### config.mk
export PLATFORM = sky130hd
export DESIGN_NAME = boost_frequency_pid_regulator_unit
export DESIGN_NICKNAME = d
export VERILOG_FILES = /design/src/hdl/bfpr_pkg.sv /design/src/hdl/bfpr_regs.sv /design/src/hdl/bfpr_pid.sv /design/src/hdl/bfpr_core.sv /design/src/hdl/boost_frequency_pid_regulator_unit.sv
export SDC_FILE = /design/constraint.sdc
export NUM_CORES = 2
export LEC_CHECK = 0
export BUFFER_PORTS_ARGS = -buffer_cell sky130_fd_sc_hd__buf_2
export CAP_MARGIN = 10
export CORE_ASPECT_RATIO = 0.6
export CORE_UTILIZATION = 60
export DETAILED_ROUTE_END_ITERATION = 12
export MAX_ROUTING_LAYER = met4
export PLACE_DENSITY = 0.83
export SETUP_SLACK_MARGIN = 0.02
export SKIP_LAST_GASP = 1
export SYNTH_ARGS = -nofsm -noshare
export SYNTH_HDL_FRONTEND = slang
export SYNTH_HIERARCHICAL = 1
export SYNTH_SLANG_ARGS = --single-unit
export TNS_END_PERCENT = 10
### constraint.sdc
create_clock -name clk -period 45.8 [get_ports clk]
set_clock_uncertainty 0.15 [all_clocks]
set_input_delay 9.16 -clock clk [delete_from_list [all_inputs] [get_ports clk]]
set_output_delay 9.16 -clock clk [all_outputs]
set_load 0.01 [all_outputs]
### src/hdl/bfpr_pkg.sv
`default_nettype none

package bfpr_pkg;

	// Length of the target schedule before it wraps (1 to 8)
	localparam int SCHED_STEPS = 6;

	// Item kinds carried in tuser
	localparam logic [1:0] CMD_SAMPLE = 2'd0;
	localparam logic [1:0] CMD_CTRL   = 2'd1;
	localparam logic [1:0] CMD_STEP   = 2'd2;
	localparam logic [1:0] CMD_NONE   = 2'd3;

	// Register indexes (byte address is 4 * index)
	localparam logic [2:0] REG_PROP_GAIN  = 3'd0;
	localparam logic [2:0] REG_INTEG_GAIN = 3'd1;
	localparam logic [2:0] REG_DERIV_GAIN = 3'd2;
	localparam logic [2:0] REG_INTEG_LIM  = 3'd3;
	localparam logic [2:0] REG_OUT_LIM    = 3'd4;
	localparam logic [2:0] REG_ADC_SCALE  = 3'd5;
	localparam logic [2:0] REG_MIN_FREQ   = 3'd6;
	localparam logic [2:0] REG_DEADBAND   = 3'd7;

	// Register reset values
	localparam logic [23:0] PROP_GAIN_RST  = 24'd229376;
	localparam logic [23:0] INTEG_GAIN_RST = 24'd131;
	localparam logic [23:0] DERIV_GAIN_RST = 24'd1310720;
	localparam logic [15:0] INTEG_LIM_RST  = 16'd12800;
	localparam logic [15:0] OUT_LIM_RST    = 16'd35840;
	localparam logic [15:0] ADC_SCALE_RST  = 16'd1704;
	localparam logic [15:0] MIN_FREQ_RST   = 16'd100;
	localparam logic [15:0] DEADBAND_RST   = 16'd51;

	// State reset values
	localparam logic [15:0] FREQ_RST   = 16'd100;
	localparam logic [7:0]  TARGET_RST = 8'd20;

	// Error magnitude (Q8.8) above which the PID output gets the 2.5x boost
	localparam logic signed [17:0] BOOST_ERR = 18'sd5120;

	typedef struct packed {
		logic [23:0] prop_gain;
		logic [23:0] integ_gain;
		logic [23:0] deriv_gain;
		logic [15:0] integral_limit;
		logic [15:0] output_limit;
		logic [15:0] adc_scale;
		logic [15:0] min_freq;
		logic [15:0] deadband;
	} cfg_t;

	typedef struct packed {
		logic [15:0] freq_hz;
		logic        freq_changed;
		logic [15:0] volts_q8;
		logic [7:0]  target_volts;
		logic        on_target;
		logic [2:0]  step_index;
	} res_t;

	typedef struct packed {
		logic signed [17:0] err;
		logic signed [24:0] integ;
		logic [15:0]        freq;
		logic               freq_wr;
	} pid_res_t;

	// Target voltage schedule in whole volts; slots past the sixth hold 20 V
	function automatic logic [7:0] sched_volts(input logic [2:0] pos);
		logic [7:0] v;
		case (pos)
			3'd0:    v = 8'd20;
			3'd1:    v = 8'd50;
			3'd2:    v = 8'd90;
			3'd3:    v = 8'd100;
			3'd4:    v = 8'd90;
			3'd5:    v = 8'd50;
			default: v = 8'd20;
		endcase
		return v;
	endfunction

endpackage

`default_nettype wire

### src/hdl/bfpr_regs.sv
`default_nettype none

module bfpr_regs
	import bfpr_pkg::*;
(
	input  wire logic        clk,
	input  wire logic        arst_n,
	input  wire logic        psel,
	input  wire logic        penable,
	input  wire logic        pwrite,
	input  wire logic [4:0]  paddr,
	input  wire logic [31:0] pwdata,
	output logic [31:0]      prdata,
	output logic             pready,
	output cfg_t             cfg
);

	logic       wr_en;
	logic [2:0] idx;
	cfg_t       cfg_q;

	assign pready = 1'b1;
	assign wr_en  = psel && penable && pwrite && pready;
	assign idx    = paddr[4:2];
	assign cfg    = cfg_q;

	// Register writes
	always_ff @(posedge clk or negedge arst_n) begin
		if (!arst_n) begin
			cfg_q.prop_gain      <= PROP_GAIN_RST;
			cfg_q.integ_gain     <= INTEG_GAIN_RST;
			cfg_q.deriv_gain     <= DERIV_GAIN_RST;
			cfg_q.integral_limit <= INTEG_LIM_RST;
			cfg_q.output_limit   <= OUT_LIM_RST;
			cfg_q.adc_scale      <= ADC_SCALE_RST;
			cfg_q.min_freq       <= MIN_FREQ_RST;
			cfg_q.deadband       <= DEADBAND_RST;
		end else if (wr_en) begin
			case (idx)
				REG_PROP_GAIN:  cfg_q.prop_gain      <= pwdata[23:0];
				REG_INTEG_GAIN: cfg_q.integ_gain     <= pwdata[23:0];
				REG_DERIV_GAIN: cfg_q.deriv_gain     <= pwdata[23:0];
				REG_INTEG_LIM:  cfg_q.integral_limit <= pwdata[15:0];
				REG_OUT_LIM:    cfg_q.output_limit   <= pwdata[15:0];
				REG_ADC_SCALE:  cfg_q.adc_scale      <= pwdata[15:0];
				REG_MIN_FREQ:   cfg_q.min_freq       <= pwdata[15:0];
				REG_DEADBAND:   cfg_q.deadband       <= pwdata[15:0];
				default: ;
			endcase
		end
	end

	// Read mux
	always_comb begin
		case (idx)
			REG_PROP_GAIN:  prdata = {8'h00, cfg_q.prop_gain};
			REG_INTEG_GAIN: prdata = {8'h00, cfg_q.integ_gain};
			REG_DERIV_GAIN: prdata = {8'h00, cfg_q.deriv_gain};
			REG_INTEG_LIM:  prdata = {16'h0000, cfg_q.integral_limit};
			REG_OUT_LIM:    prdata = {16'h0000, cfg_q.output_limit};
			REG_ADC_SCALE:  prdata = {16'h0000, cfg_q.adc_scale};
			REG_MIN_FREQ:   prdata = {16'h0000, cfg_q.min_freq};
			REG_DEADBAND:   prdata = {16'h0000, cfg_q.deadband};
			default:        prdata = 32'h0000_0000;
		endcase
	end

endmodule

`default_nettype wire

### src/hdl/bfpr_pid.sv
`default_nettype none

module bfpr_pid
	import bfpr_pkg::*;
(
	input  wire logic [15:0]        freq,
	input  wire logic [15:0]        volts,
	input  wire logic [7:0]         target,
	input  wire logic signed [17:0] err_prev,
	input  wire logic signed [24:0] integ_acc,
	input  wire cfg_t               cfg,
	output pid_res_t                pid
);

	logic signed [17:0] err_new;
	logic signed [18:0] derr;
	logic signed [24:0] kp_s, ki_s, kd_s;
	logic signed [42:0] p_prod, i_prod;
	logic signed [43:0] d_prod;
	logic signed [44:0] pd_sum;
	logic signed [36:0] pd_sh;
	logic signed [34:0] i_inc;
	logic signed [35:0] i_sum, ilim, ilim_neg, i_clamp;
	logic signed [24:0] integ_new;
	logic signed [37:0] o_sum, olim, olim_neg, o_clamp;
	logic signed [24:0] o_val;
	logic signed [27:0] o_x, scaled;
	logic               boost;
	logic signed [34:0] f_sum;
	logic signed [17:0] nf;

	// Error, Q8.8
	assign err_new = $signed({2'b00, target, 8'h00}) - $signed({2'b00, volts});
	assign derr    = {err_new[17], err_new} - {err_prev[17], err_prev};

	// Gain products (gains are unsigned Q8.16)
	assign kp_s   = $signed({1'b0, cfg.prop_gain});
	assign ki_s   = $signed({1'b0, cfg.integ_gain});
	assign kd_s   = $signed({1'b0, cfg.deriv_gain});
	assign p_prod = err_new * kp_s;
	assign i_prod = err_new * ki_s;
	assign d_prod = derr * kd_s;

	// Integral update with symmetric clamp, Q.16
	assign i_inc    = i_prod[42:8];
	assign i_sum    = integ_acc + i_inc;
	assign ilim     = $signed({12'h000, cfg.integral_limit, 8'h00});
	assign ilim_neg = -ilim;
	always_comb begin
		if (i_sum > ilim)
			i_clamp = ilim;
		else if (i_sum < ilim_neg)
			i_clamp = ilim_neg;
		else
			i_clamp = i_sum;
	end
	assign integ_new = i_clamp[24:0];

	// PID output with symmetric clamp, Q.16
	assign pd_sum   = p_prod + d_prod;
	assign pd_sh    = pd_sum[44:8];
	assign o_sum    = pd_sh + integ_new;
	assign olim     = $signed({14'h0000, cfg.output_limit, 8'h00});
	assign olim_neg = -olim;
	always_comb begin
		if (o_sum > olim)
			o_clamp = olim;
		else if (o_sum < olim_neg)
			o_clamp = olim_neg;
		else
			o_clamp = o_sum;
	end
	assign o_val = o_clamp[24:0];

	// Scale to Q.17: x2 normally, x5 (2.5 in Q.17) on large error
	assign boost  = (err_new > BOOST_ERR) || (err_new < -BOOST_ERR);
	assign o_x    = 28'(o_val);
	assign scaled = boost ? ((o_x <<< 2) + o_x) : (o_x <<< 1);

	// New frequency, floored and saturated
	assign f_sum = $signed({2'b00, freq, 17'h00000}) + scaled;
	assign nf    = f_sum[34:17];

	assign pid.err     = err_new;
	assign pid.integ   = integ_new;
	assign pid.freq_wr = nf >= $signed({2'b00, cfg.min_freq});
	assign pid.freq    = (nf > $signed(18'h0ffff)) ? 16'hffff : nf[15:0];

endmodule

`default_nettype wire

### src/hdl/bfpr_core.sv
`default_nettype none

module bfpr_core
	import bfpr_pkg::*;
(
	input  wire logic        clk,
	input  wire logic        arst_n,
	input  wire logic        upd,
	input  wire logic [1:0]  cmd,
	input  wire logic [11:0] adc_raw,
	input  wire cfg_t        cfg,
	output res_t             res
);

	logic [15:0]        freq_q, volts_q;
	logic               near_q;
	logic signed [17:0] err_q;
	logic signed [24:0] integ_q;
	logic [2:0]         sched_q;
	logic [7:0]         target_q;

	logic [15:0]        freq_d, volts_d;
	logic               near_d, changed_d;
	logic signed [17:0] err_d;
	logic signed [24:0] integ_d;
	logic [2:0]         sched_d;
	logic [7:0]         target_d;

	logic [27:0]        adc_prod;
	logic [15:0]        volts_new;
	logic signed [17:0] diff;
	logic [17:0]        mag;
	logic               far;
	logic               skip;
	logic [3:0]         sched_inc;
	pid_res_t           pid;

	// Sample path: raw count to Q8.8 volts, saturated
	assign adc_prod  = adc_raw * cfg.adc_scale;
	assign volts_new = (|adc_prod[27:24]) ? 16'hffff : adc_prod[23:8];
	assign diff      = $signed({2'b00, volts_new}) - $signed({2'b00, target_q, 8'h00});
	assign mag       = diff[17] ? 18'(-diff) : diff;
	assign far       = mag >= {2'b00, cfg.deadband};

	// Control tick is skipped below the minimum or when on target
	assign skip = (freq_q < cfg.min_freq) || near_q;

	assign sched_inc = {1'b0, sched_q} + 4'd1;

	bfpr_pid u_pid (
		.freq      (freq_q),
		.volts     (volts_q),
		.target    (target_q),
		.err_prev  (err_q),
		.integ_acc (integ_q),
		.cfg       (cfg),
		.pid       (pid)
	);

	// Next state per item kind
	always_comb begin
		freq_d    = freq_q;
		volts_d   = volts_q;
		near_d    = near_q;
		err_d     = err_q;
		integ_d   = integ_q;
		sched_d   = sched_q;
		target_d  = target_q;
		changed_d = 1'b0;
		case (cmd)
			CMD_SAMPLE: begin
				volts_d = volts_new;
				near_d  = !far;
				if (far && !diff[17] && (diff != 18'sd0)) begin
					if ({1'b0, freq_q} >= ({1'b0, cfg.min_freq} + 17'd2))
						freq_d = freq_q - 16'd2;
				end else if (far && diff[17]) begin
					freq_d = (freq_q > 16'hfffd) ? 16'hffff : freq_q + 16'd2;
				end
			end
			CMD_CTRL: begin
				if (!skip) begin
					err_d   = pid.err;
					integ_d = pid.integ;
					if (pid.freq_wr) begin
						freq_d    = pid.freq;
						changed_d = 1'b1;
					end
				end
			end
			CMD_STEP: begin
				sched_d  = (sched_inc >= 4'(SCHED_STEPS)) ? 3'd0 : sched_inc[2:0];
				target_d = sched_volts(sched_d);
			end
			default: ;
		endcase
	end

	// State registers
	always_ff @(posedge clk or negedge arst_n) begin
		if (!arst_n) begin
			freq_q   <= FREQ_RST;
			volts_q  <= 16'h0000;
			near_q   <= 1'b0;
			err_q    <= 18'sd0;
			integ_q  <= 25'sd0;
			sched_q  <= 3'd0;
			target_q <= TARGET_RST;
		end else if (upd) begin
			freq_q   <= freq_d;
			volts_q  <= volts_d;
			near_q   <= near_d;
			err_q    <= err_d;
			integ_q  <= integ_d;
			sched_q  <= sched_d;
			target_q <= target_d;
		end
	end

	assign res.freq_hz      = freq_d;
	assign res.freq_changed = changed_d;
	assign res.volts_q8     = volts_d;
	assign res.target_volts = target_d;
	assign res.on_target    = near_d;
	assign res.step_index   = sched_d;

	// Only sample items touch the measured voltage
	a_volts_only_sample: assert property (@(posedge clk) disable iff (!arst_n)
		upd && (cmd != CMD_SAMPLE) |=> $stable(volts_q))
		else $error("voltage changed on a non-sample item");

	// Step and unused items leave the frequency alone
	a_freq_hold: assert property (@(posedge clk) disable iff (!arst_n)
		upd && ((cmd == CMD_STEP) || (cmd == CMD_NONE)) |=> $stable(freq_q))
		else $error("frequency changed on a step or unused item");

	// Schedule position stays inside the schedule
	a_sched_range: assert property (@(posedge clk) disable iff (!arst_n)
		{1'b0, sched_q} < 4'(SCHED_STEPS))
		else $error("schedule position out of range");

endmodule

`default_nettype wire

### src/hdl/boost_frequency_pid_regulator_unit.sv
`default_nettype none

// Channel   Dir  Handshake         Payload
// s_*       in   s_tvalid/tready   s_tuser: cmd; s_tdata: adc_raw
// m_*       out  m_tvalid/tready   m_tdata: freq_hz, freq_changed, volts_q8,
//                                  target_volts, on_target, step_index
// APB       in   psel/penable      eight registers at byte address 4*index
//
// One request per clock while m_* is not stalled; an accepted request goes to
// the input register, then to the result register, which loads as the state
// registers update.
// The state registers and the single-pass PID datapath between them set the
// rate: each item sees the state left by the one before it.
// arst_n clears the state, the registers and both valid flags at once.
// A stalled result holds in the output register; the input register keeps
// taking requests until it also holds one.

module boost_frequency_pid_regulator_unit
	import bfpr_pkg::*;
(
	input  wire logic        clk,
	input  wire logic        arst_n,
	input  wire logic        s_tvalid,
	output logic             s_tready,
	input  wire logic [15:0] s_tdata,   // [11:0] adc_raw, rest zero
	input  wire logic [1:0]  s_tuser,   // [1:0] cmd
	output logic             m_tvalid,
	input  wire logic        m_tready,
	output logic [47:0]      m_tdata,   // [15:0] freq_hz, [16] freq_changed,
	                                    // [32:17] volts_q8, [40:33] target_volts,
	                                    // [41] on_target, [44:42] step_index
	input  wire logic        psel,
	input  wire logic        penable,
	input  wire logic        pwrite,
	input  wire logic [4:0]  paddr,
	input  wire logic [31:0] pwdata,
	output logic [31:0]      prdata,
	output logic             pready
);

	cfg_t        cfg;
	logic        s1_valid;
	logic [1:0]  cmd_s1;
	logic [11:0] adc_s1;
	logic        out_valid_q;
	res_t        res_q;
	res_t        res;
	logic        advance;
	logic        upd;

	bfpr_regs u_regs (
		.clk     (clk),
		.arst_n  (arst_n),
		.psel    (psel),
		.penable (penable),
		.pwrite  (pwrite),
		.paddr   (paddr),
		.pwdata  (pwdata),
		.prdata  (prdata),
		.pready  (pready),
		.cfg     (cfg)
	);

	// Handshake: result register frees when empty or taken
	assign advance  = !out_valid_q || m_tready;
	assign upd      = s1_valid && advance;
	assign s_tready = !s1_valid || advance;

	// Input register
	always_ff @(posedge clk or negedge arst_n) begin
		if (!arst_n) begin
			s1_valid <= 1'b0;
		end else if (s_tready) begin
			s1_valid <= s_tvalid;
		end
	end

	always_ff @(posedge clk) begin
		if (s_tvalid && s_tready) begin
			cmd_s1 <= s_tuser;
			adc_s1 <= s_tdata[11:0];
		end
	end

	bfpr_core u_core (
		.clk     (clk),
		.arst_n  (arst_n),
		.upd     (upd),
		.cmd     (cmd_s1),
		.adc_raw (adc_s1),
		.cfg     (cfg),
		.res     (res)
	);

	// Result register
	always_ff @(posedge clk or negedge arst_n) begin
		if (!arst_n) begin
			out_valid_q <= 1'b0;
		end else if (advance) begin
			out_valid_q <= s1_valid;
		end
	end

	always_ff @(posedge clk) begin
		if (upd) begin
			res_q <= res;
		end
	end

	assign m_tvalid = out_valid_q;
	assign m_tdata  = {3'b000, res_q.step_index, res_q.on_target, res_q.target_volts,
		res_q.volts_q8, res_q.freq_changed, res_q.freq_hz};

	// A held input with a stalled result blocks new requests
	a_backpressure: assert property (@(posedge clk) disable iff (!arst_n)
		s1_valid && out_valid_q && !m_tready |-> !s_tready)
		else $error("request taken while both stages are full");

	// An accepted request lands in the input register
	a_accept_lands: assert property (@(posedge clk) disable iff (!arst_n)
		s_tvalid && s_tready |=> s1_valid)
		else $error("accepted request lost");

	// Every processed item produces a result
	a_result_follows: assert property (@(posedge clk) disable iff (!arst_n)
		upd |=> out_valid_q)
		else $error("processed item left no result");

endmodule

`default_nettype wire
# Word-level counts from Yosys, hierarchy flattened
# Cells that the tools add are included.
[totals] ff_bits=299 in_bits=62 output_inout_bits=83 word_cells=127
[classes] addsub=15 multipliers=4 magnitude_cmp=13 eq_ne=14 mux=23 n_bitwise=2 reduce_logical=31
[op_table] op="case mux 32 bit (8 select lines)" count=1
[op_table] op="2-to-1 mux 16 bit" count=9
[op_table] op="2-to-1 mux 25 bit" count=4
[op_table] op="multiplier 17 x 25 -> 42 bit" count=2
[op_table] op="adder 42 x 43 -> 44 bit" count=1
[op_table] op="multiplier 18 x 25 -> 43 bit" count=1
[op_table] op="less-than comparator 37 x 38 -> 1 bit" count=1
[op_table] op="negation 24 -> 38 bit" count=1
[op_table] op="adder 36 x 25 -> 37 bit" count=1
[op_table] op="> comparator 37 x 25 -> 1 bit" count=1
[op_table] op="less-than comparator 35 x 36 -> 1 bit" count=1
[op_table] op="negation 24 -> 36 bit" count=1
[op_table] op="adder 25 x 34 -> 35 bit" count=1
[op_table] op="adder 34 x 28 -> 35 bit" count=1
[op_table] op="> comparator 35 x 25 -> 1 bit" count=1
[op_table] op="subtractor 16 x 16 -> 17 bit" count=2
[op_table] op="case mux 16 bit (2 select lines)" count=1
[op_table] op="adder 27 x 25 -> 28 bit" count=1
[op_table] op="multiplier 12 x 16 -> 28 bit" count=1
[op_table] op="2-to-1 mux 28 bit" count=1
[op_table] op="case mux 7 bit (3 select lines)" count=1
[op_table] op="== test 3 bit (second input constant)" count=6
[op_table] op="greater-or-equal comparator 18 x 16 -> 1 bit" count=1
[op_table] op="greater-or-equal comparator 18 x 17 -> 1 bit" count=1
[op_table] op="other kinds (32)" count=60

# Depth between registers and ports, before layout
[depth] word_depth=18 mapped_depth=134 depth_no_buf=126

# Modules after synthesis
# Netlist, hierarchy kept.
[modules_own_cells] mod="bfpr_pid" n_inst=1 cells_each=6173 area_each_um2=51448.1 seq_area_each_um2=0.0
[modules_own_cells] mod="bfpr_core" n_inst=1 cells_each=1624 area_each_um2=13571.8 seq_area_each_um2=2183.3
[modules_own_cells] mod="bfpr_regs" n_inst=1 cells_each=563 area_each_um2=7160.6 seq_area_each_um2=3836.2
[modules_own_cells] mod="boost_frequency_pid_regulator_unit" n_inst=1 cells_each=71 area_each_um2=1901.8 seq_area_each_um2=1821.7

# Least setup slack after synthesis
# Ideal clock, no wire load.
[synth_path] kind="register to register" from="reg u_core.volts_q[0]" to="reg res_q, in the netlist m_tdata[6] (data pin)" setup_time_ns=0.152 arrival_ns=24.958 slack_ns=20.540 path_stages_with_launch=132 cell_sequence="dfrtp_1 > clkbuf_1 > clkbuf_1 > inv_1 > ha_1 > nand2b_1 > nor4_1 > a31o_2 > a21oi_1 > o21bai_1 > a21oi_1 > nor2b_1 > o21a_1 > o21a_1 > nor2_1 > clkbuf_1 > clkbuf_1 > nand2_1 > [... 96 more ...] > a21boi_0 > o21ai_0 > a21boi_0 > o21a_1 > nor2_1 > xnor2_1 > ha_1 > nand2_1 > o21ai_0 > o221ai_1 > o211ai_1 > inv_1 > a21oi_1 > and2_1 > clkbuf_1 > clkbuf_1 > a22oi_1 > o21ai_0"
[synth_rtl] item="from (decl)" line_no="bfpr_core.sv:15" source="logic [15:0] freq_q, volts_q;"
[synth_rtl] item="from (signal assigned)" line_no="bfpr_core.sv:111" source="volts_q <= volts_d;"
[synth_rtl] item="to (signal assigned)" line_no="boost_frequency_pid_regulator_unit.sv:106" source="res_q <= res;"
[synth_rtl] item="to (decl)" line_no="boost_frequency_pid_regulator_unit.sv:46" source="res_t res_q;"

==> out/metrics.csv <==
metric,value,unit
status,completed,
whs_path_depth,1,
synth.avg_cell_area,8.79,µm²
drt_drc_violations_left,0,
dieArea,0.125,mm²
ys_ff_latch,300,
dpl.cell_count,9895,
grt_use_total,40.5,%
die_w,456,µm
holdCritStartpoint,u_core/err_q[16],
fin_util,63.6,%
cts_inserted_buffers,34,
gp_congestion,1.06,
rr_worst_depth,126,
period_share,72.7,%
synth_cell_types,117,
period_minus_slack,33.30,ns
syn-cell-area,0.0741,mm²
ys.flop_type,dfrtp_1,
clk_path_buf_depth,3,
r2r-end,m_tdata[1],
synth-xor-area-share,2.78,%
hold_viol_final,0,
cts_root_buffer,clkbuf_16,
ios,145,
finalSetupViolCount,0,
cp_slowest_cell,nor4b_1,
dr.pass1.iters,8,
num-fill-cells,9894,
vias,61200,
grt_overflow_total,0,
final_antenna_net_count,0,
yosys-top-cells-area,"fa_1, ha_1, inv_1",
start_kind,flop,
hold_path.class,flop to flop,
antenna_found_initial,15,
yosys.area_share.adder,46.4,%
tightestPinTransition,1.29,ns
detail_route.wl_per_cell,24.3,µm
drive_gt1_share,8.28,%
core-area,0.122,mm²
yosysTopAreaCell,fa_1,
dp_hpwl,197000,µm
synth_common_cells,"inv_1, fa_1, nand2_1",
nets,10400,
synth.most_common_cell,inv_1,
worstSkewPairLatency,0.63,ns
grt_start_max_net_pins,72,
worst-setup-path-type,flop to flop,
cts_resized,0,
synthToLayoutAreaGrowth,4.72,%
yosysWarningCount,6,
rsz0062_at_grt,no,
r2r-start,u_core/volts_q[0],
arrival,33.47,ns
netlist.area_leader.share,33.9,%
setup_tns,0,ns
maxCapViolations,0,
drt_iter0_markers,7248,
worstPathMaxFanout,34,
clk_pin_slew_worst_paths,0.07,ns
slew_headroom,13.2,%
hold_slack,0.353,ns
crit_required,45.97,ns
synth_mux_area_share,4.02,%
ys_seq_area_share,10.6,%
whs_endpoint,u_core/err_q[16],
clock_sinks,300,
htreeDepth,2,
postCtsHoldBufs,0,
rows,99,
cts_setup_buffers,0,
max_stage_delay,0.95,ns
synth_top_family_by_area,adder cells,
maxSlewViolCount,0,
final_cells,9974,
start_util,60.7,%
fmax,30.0,MHz
r2r_slack,12.50,ns
cts_tree,yes,
synth-edff-count,59,
dieHeight,274,µm
grt_pass1_vias,62100,
synth-compound-area-share,9.13,%
grt_pass1_wl,371000,µm
synthSimpleGateAreaFrac,16.4,%
critPathCaptureType,flop,
viasPerCell,6.14,
io_buffers,118,
syn_inst,8431,
cp_common_cell,o21ai_0,
synth-async-reset-ratio,80.3,%
finalWirelength,242000,µm
==> per-layer routing <==
layer  wire, µm  part of all wire (%)  GRT usage [%]  up-vias
met5          0                     0              -        -
met4       6520                   2.7           10.1        0
met2      93900                    39           52.8     3870
met3      38200                    16           16.1      417
li1           -                     -              -    26300
met1     103000                    43           57.7    30600
==> layout make-up <==
class	instances	area [µm²]	share of cell area, %
Tap cell	1616	2020	2.61
Clock inverter	18	211	0.273
Clock buffer	44	960	1.24
Timing Repair Buffer	252	1650	2.12
Antenna cell	13	32.5	0.0419
Multi-Input combinational cell	6077	58700	75.6
Sequential cell	300	7840	10.1
Inverter	1654	6210	8.00
==> cell usage in the layout (no fill, tap or decap), types with 20 or more instances in the layout <==
master,n
xnor2_1,153
nor3_1,78
buf_2,116
xor2_1,61
inv_1,1652
o21bai_1,34
a21boi_0,20
nor2b_1,51
a21oi_1,295
o211ai_1,21
dfstp_2,31
nand2_1,1145
and3_1,32
a31oi_1,47
nand2b_1,83
dfrtp_1,209
nand3_1,121
or3_1,37
buf_4,130
a211oi_1,41
and2_1,462
fa_1,1254
edfxtp_1,59
mux2i_1,52
a21o_1,84
or2_2,35
o21ai_0,210
o21a_1,44
ha_1,738
nand4_1,56
mux2_2,214
nor2_1,323
o21ai_1,25
clkbuf_16,35
==> worst max path at each step <==
stage	startpoint	slack (ns)	end	depth (start not counted)
finish	u_core/volts_q[0]	12.50	m_tdata[1]	126
floorplan	u_core/volts_q[0]	20.54	m_tdata[6]	131
global placement	u_core/volts_q[0]	13.92	m_tdata[1]	124
CTS	u_core/volts_q[0]	14.02	m_tdata[1]	126
global route	u_core/volts_q[0]	11.45	m_tdata[1]	126
detailed placement	u_core/volts_q[0]	14.15	m_tdata[1]	126
==> cell families after synthesis <==
logic type / count (synthesis)
fa+ha+maj: 1993
xor+xnor: 235
buf+inv: 2063
flops: 300
mux: 270
simple gates: 2532
compound gates: 1035
other cells: 3
==> state kept, by name, indices dropped and copies added, names as in the netlist <==
name and flops:
u_core/integ_q 25, u_core/near_q 1, u_regs/cfg 152, m_tdata 45, m_tvalid 1, adc_s1 12
s1_valid 1, u_core/err_q 18, u_core/volts_q 16, u_core/sched_q 3, u_core/target_q 8, cmd_s1 2
u_core/freq_q 16
==> critical path: cells and delay by family, from the launching register on <==
kind,cells,cell delay [ns]
xor gates and xnor gates,5,1.15
buffers and inverters,12,2.41
AOI/OAI and AO/OA,56,14.08
and+or+nand+nor,36,8.41
adders and majority gates,16,6.01
muxes,1,0.28
DFF,1,0.42
==> through the flow <==
stage	worst slack, ns	area [µm²]
6_report	12.50	77600
5_1_grt	11.45	77600
4_1_cts	14.02	77500
3_5_place_dp	14.15	76300
3_3_place_gp	13.92	76300
2_1_floorplan	20.54	74100
Power is not shown: default switching activity piles up to over one toggle a cycle in this logic, so the estimate is an artifact.
